### src/design/cpp_pkg.sv
// ----------------------------------------------------------------------------
// cpp_pkg
// Types, widths and helpers shared by the closest-point-on-polygon block.
// ----------------------------------------------------------------------------
`default_nettype none

package cpp_pkg;

  localparam int CW  = 32;          // coordinate width
  localparam int DW  = CW + 1;      // coordinate difference width
  localparam int PW  = 2 * CW + 1;  // square of a difference magnitude
  localparam int SW  = 2 * CW + 2;  // sum of two squares
  localparam int RW  = SW + 2;      // divider partial remainder
  localparam int CNW = $clog2(DW);  // divider bit index
  localparam int EW  = 16;          // near_epsilon width

  localparam logic [EW-1:0] EPS_RESET = EW'(1);

  typedef logic signed [CW-1:0] coord_t;
  typedef logic signed [DW-1:0] diff_t;

  typedef struct packed {
    coord_t query_x;
    coord_t query_y;
    coord_t start_x;
    coord_t start_y;
    coord_t end_x;
    coord_t end_y;
    logic   last_edge;
  } in_item_t;

  typedef struct packed {
    coord_t      nearest_x;
    coord_t      nearest_y;
    logic [63:0] nearest_dist_sq;
  } out_item_t;

  typedef enum logic [1:0] {
    K_END,
    K_START,
    K_PROJ
  } kind_t;

  // one classified edge handed from the front to the back
  typedef struct packed {
    kind_t          kind;
    logic           last;
    coord_t         px;
    coord_t         py;
    coord_t         sx;
    coord_t         sy;
    coord_t         ex;
    coord_t         ey;
    diff_t          dx;
    diff_t          dy;
    logic [SW-1:0]  dot;
    logic [SW-1:0]  len;
  } job_t;

  typedef enum logic [1:0] {
    F_IDLE,
    F_MUL,
    F_SUM,
    F_CLS
  } front_state_t;

  typedef enum logic [2:0] {
    B_IDLE,
    B_DIV,
    B_RND,
    B_MUL,
    B_SUM,
    B_UPD
  } back_state_t;

  function automatic logic [DW-1:0] mag(input diff_t v);
    logic [DW-1:0] r;
    r = v[DW-1] ? DW'(-v) : DW'(v);
    return r;
  endfunction

endpackage

`default_nettype wire

### src/design/cpp_queue.sv
// ----------------------------------------------------------------------------
// cpp_queue
// Two-entry queue of classified edges between the front and the back.
// ----------------------------------------------------------------------------
`default_nettype none

module cpp_queue (
  input  wire logic          clk,
  input  wire logic          rst_n,
  input  wire logic          push,
  input  cpp_pkg::job_t      push_data,
  output logic               full,
  input  wire logic          pop,
  output cpp_pkg::job_t      pop_data,
  output logic               empty
);
  import cpp_pkg::*;

  job_t       mem_r [2];
  logic       wr_ptr_r;
  logic       rd_ptr_r;
  logic [1:0] count_r;

  assign full     = (count_r == 2'd2);
  assign empty    = (count_r == 2'd0);
  assign pop_data = mem_r[rd_ptr_r];

  always_ff @(posedge clk) begin
    if (!rst_n) begin
      wr_ptr_r <= 1'b0;
      rd_ptr_r <= 1'b0;
      count_r  <= 2'd0;
    end else begin
      if (push && !full) wr_ptr_r <= ~wr_ptr_r;
      if (pop && !empty) rd_ptr_r <= ~rd_ptr_r;
      case ({push && !full, pop && !empty})
        2'b10:   count_r <= count_r + 2'd1;
        2'b01:   count_r <= count_r - 2'd1;
        default: count_r <= count_r;
      endcase
    end
  end

  always_ff @(posedge clk) begin
    if (push && !full) mem_r[wr_ptr_r] <= push_data;
  end

endmodule

`default_nettype wire

### config.mk
export PLATFORM = sky130hd
export DESIGN_NAME = cpp_queue
export DESIGN_NICKNAME = d
export VERILOG_FILES = /design/src/design/cpp_pkg.sv /design/src/design/cpp_queue.sv
export SDC_FILE = /design/constraint.sdc
export NUM_CORES = 1
export LEC_CHECK = 0
export BUFFER_PORTS_ARGS = -buffer_cell sky130_fd_sc_hd__buf_2
export CORE_AREA = 8 8 302 304
export DETAILED_ROUTE_END_ITERATION = 6
export DIE_AREA = 0 0 310 312
export SYNTH_ARGS = -nofsm -noshare
export SYNTH_HDL_FRONTEND = slang
export SYNTH_SLANG_ARGS = --single-unit
export TNS_END_PERCENT = 5
### constraint.sdc
create_clock -name clk -period 18.1 [get_ports clk]
set_input_delay 0.905 -clock clk [delete_from_list [all_inputs] [get_ports clk]]
set_output_delay 0.905 -clock clk [all_outputs]
set_load 0.05 [all_outputs]
==> impl_results.md <==
- Yosys cell types: 20
- Avg Cell Area, Syn: 22.9 um2
- Clk_skew: 0.0246 ns
- ANT nets after route: 0
- Via density: 4.48
- Comb power frac: 35.5%
- Worst hold path type: input port to flop
- Cell internal pwr: 3.83 mW
- Critical path cell sequence: buf_4, buf_4, buf_4, mux2_2, buf_2
- Synth area leader: edfxtp_1
- CP peak stage delay: 1.00 ns
- Postcts setup bufs: 0
- Worst path required time: 17.19 ns
- Post-synthesis sequential area ratio: 82.8%
- Fillcell total: 7644
- R2R setup slack: 13.15 ns
- Mapped cell area: 28600 um2
- Initial antenna violation count: 32
- Clk Latency, worst-skew pair: 0.62 ns
- Die area: 96700 um2
- Root buffer cell: clkbuf_16
- Worst Tran Pin Value: 1.09 ns
- RSZ-0062 raised after global routing: no
- Post-Route WL: 71.8 mm
- Post-CTS resize count: 0
- Switch share: 38.9%
- Die width: 310 um
- Tot GR Track Use: 14.1%
- Vias in the first global route: 16.3k
- CORE AREA: 86200 um2
- Status: finished, final reports clean
- Worst path arrival time: 4.66 ns
- R2R cell count: 7
- Synth Instances: 1249
- CP Capture Type: primary output
- Clock power frac: 26.3%
- First-pass GRT wire length: 103 mm
- Layout cells sized above 1: 61.2%
- Crit Reg-Reg Endpoint: mem_r[0][204]
- Max Cap Viol: 0
- FF/Latch Area: 23700 um2
- Final nets: 2496
- Initial core utilization: 33.2%
- Worst vdd ir: 0.103 mV
- Yosys reg bits: 791
- WS Path Type: flop to primary output
- CTS tree: yes
- CP max FO: 79
- CTS H-tree lvls: 3
- Crit-path most repeated cell: buf_4
- 1st-iter DRT viols: 877
- Area of the multi-input gates: 4560 um2
- 1st-pass router iterations: 5
- Setup violators final: 0
- DRC viols: 0
- Hold WS: 0.467 ns
- Grt ovf: 0
- Die Height: 312 um
- Most frequent cells in the layout: buf_2 (791), edfxtp_1 (786), mux2_2 (393), clkbuf_16 (87), clkinv_1 (20)
- Count of clock tree sinks: 791
- Hold_buf cts: 0
- Clk buf depth: 3
- Clk slew on worst S/H paths: 0.06 ns
- Post-Syn Nets: 1647
- PortBufs: 791
- HP Start: push_data[240]
- Most common cell after layout, fill and taps aside: buf_2
- Synth top area share: 82.5%
- Hold EP: mem_r[1][240]
- Area Growth Syn to Fin: 27.6%
- Vias: 15.0k
- I/O pin count: 792
- Rows: 108
- Wire per inst: 21.5 um
- Crit start category: flop
- Total CTS buffers: 86
- Placer Congestion: 0.844
- Hold Path Depth: 1
- Leakage power: 13.4 nW
- Synth area leaders: edfxtp_1 (82%), mux2_2 (15%), buf_4 (0.81%)
- Net load switching power: 2.43 mW
- Final core occ: 42.4%
- Pins over their slew limit: 0
- Synth warnings: 0
- Final Cycle Share: 30.8%
- Crit-path slowest cell: dfxtp_4
- Max-slew headroom: 27.6%
- Largest net degree at the start of global routing: 109
- Final HPWL DP: 51.3 mm
- Highest Clock Rate: 0.180 GHz
- Flop pwr share: 38.2%
- Setup TNS: 0 ns
- Crit path time final: 5.57 ns
- Final Hold Vio Count: 0
- Worst r2r src: count_r[0]
- Pwr/cell area: 172 nW/um2
power by group through the flow:
stage | Clock, mW | Combinational, mW | Sequential (mW)
2_1_floorplan | 0 | 1.77 | 2.49
3_3_place_gp | 0 | 2.23 | 2.43
3_5_place_dp | 0 | 2.25 | 2.43
4_1_cts | 1.70 | 2.26 | 2.40
5_1_grt | 1.77 | 2.31 | 2.42
6_report | 1.65 | 2.22 | 2.39
worst max-delay path: cells and delay by family (launching register included):
family	cells	cell delay, ns
buffers and inverters	4	2.37
multiplexers	1	0.43
flip-flops	1	1.00
worst max path at each step:
stage,depth (start not counted),end
floorplan,1,mem_r[1][0]
global placement,7,mem_r[0][241]
detailed placement,7,mem_r[0][33]
CTS,5,pop_data[201]
global route,5,pop_data[201]
finish,5,pop_data[109]
metal layers:
layer	GRT usage (%)	wire [um]
met1	15.3	25700
met2	24.6	36700
met3	5.63	7370
met4	4.93	1950
met5	0	130
kinds of logic after synthesis:
group                      count (synthesis)  share of synthesized area, %
muxes                                    393                          15.5
adders and majority gates                  1                        0.0437
and+or+nand+nor                            9                         0.188
DFF                                      791                          82.8
buffers and inverters                     47                          1.30
xor gates and xnor gates                   3                        0.0918
AOI/OAI and AO/OA                          5                         0.114
final cells by class:
type                    instances  share of cell area (%)
inverters                       3                  0.0514
multi-input cells             411                    12.5
clock buffers                 101                    6.11
clock inverters                54                    1.21
repair buffers                805                    11.1
diodes                         24                   0.164
well taps                    1155                    3.96
flip-flops and latches        791                    64.9
through the flow:
| stage | power (mW) | worst slack, ns | cell area (um2) | std cells |
|---|---|---|---|---|
| after detailed placement | 4.68 | 12.57 | 33800 | 3165 |
| final | 6.27 | 12.53 | 36500 | 3344 |
| after global placement | 4.66 | 12.70 | 33800 | 3165 |
| after CTS | 6.36 | 12.40 | 36500 | 3320 |
| after global routing | 6.50 | 12.22 | 36500 | 3330 |
| after floorplan | 4.26 | 7.42 | 28600 | 1249 |
registers in the layout (all words and copies together) (netlist names), named ones only:
| name | cells |
|---|---|
| wr_ptr_r | 1 |
| mem_r | 786 |
| count_r | 2 |
| rd_ptr_r | 1 |
Yosys cell counts:
master      n
a21boi_1    2
edfxtp_1  786
or3_1       2
o21a_1      1
nor2_1      1
nand2b_2    1
dfxtp_1     5
xnor2_1     3
and2_1      1
ha_1        1
nor2b_1     2
mux2_2    393
buf_2       3
and3_1      1
o21ai_0     2
inv_1       2
inv_2       1
buf_6      10
nand2_1     1
buf_4      31
No activity file was read; power rests on OpenSTA's default activity.
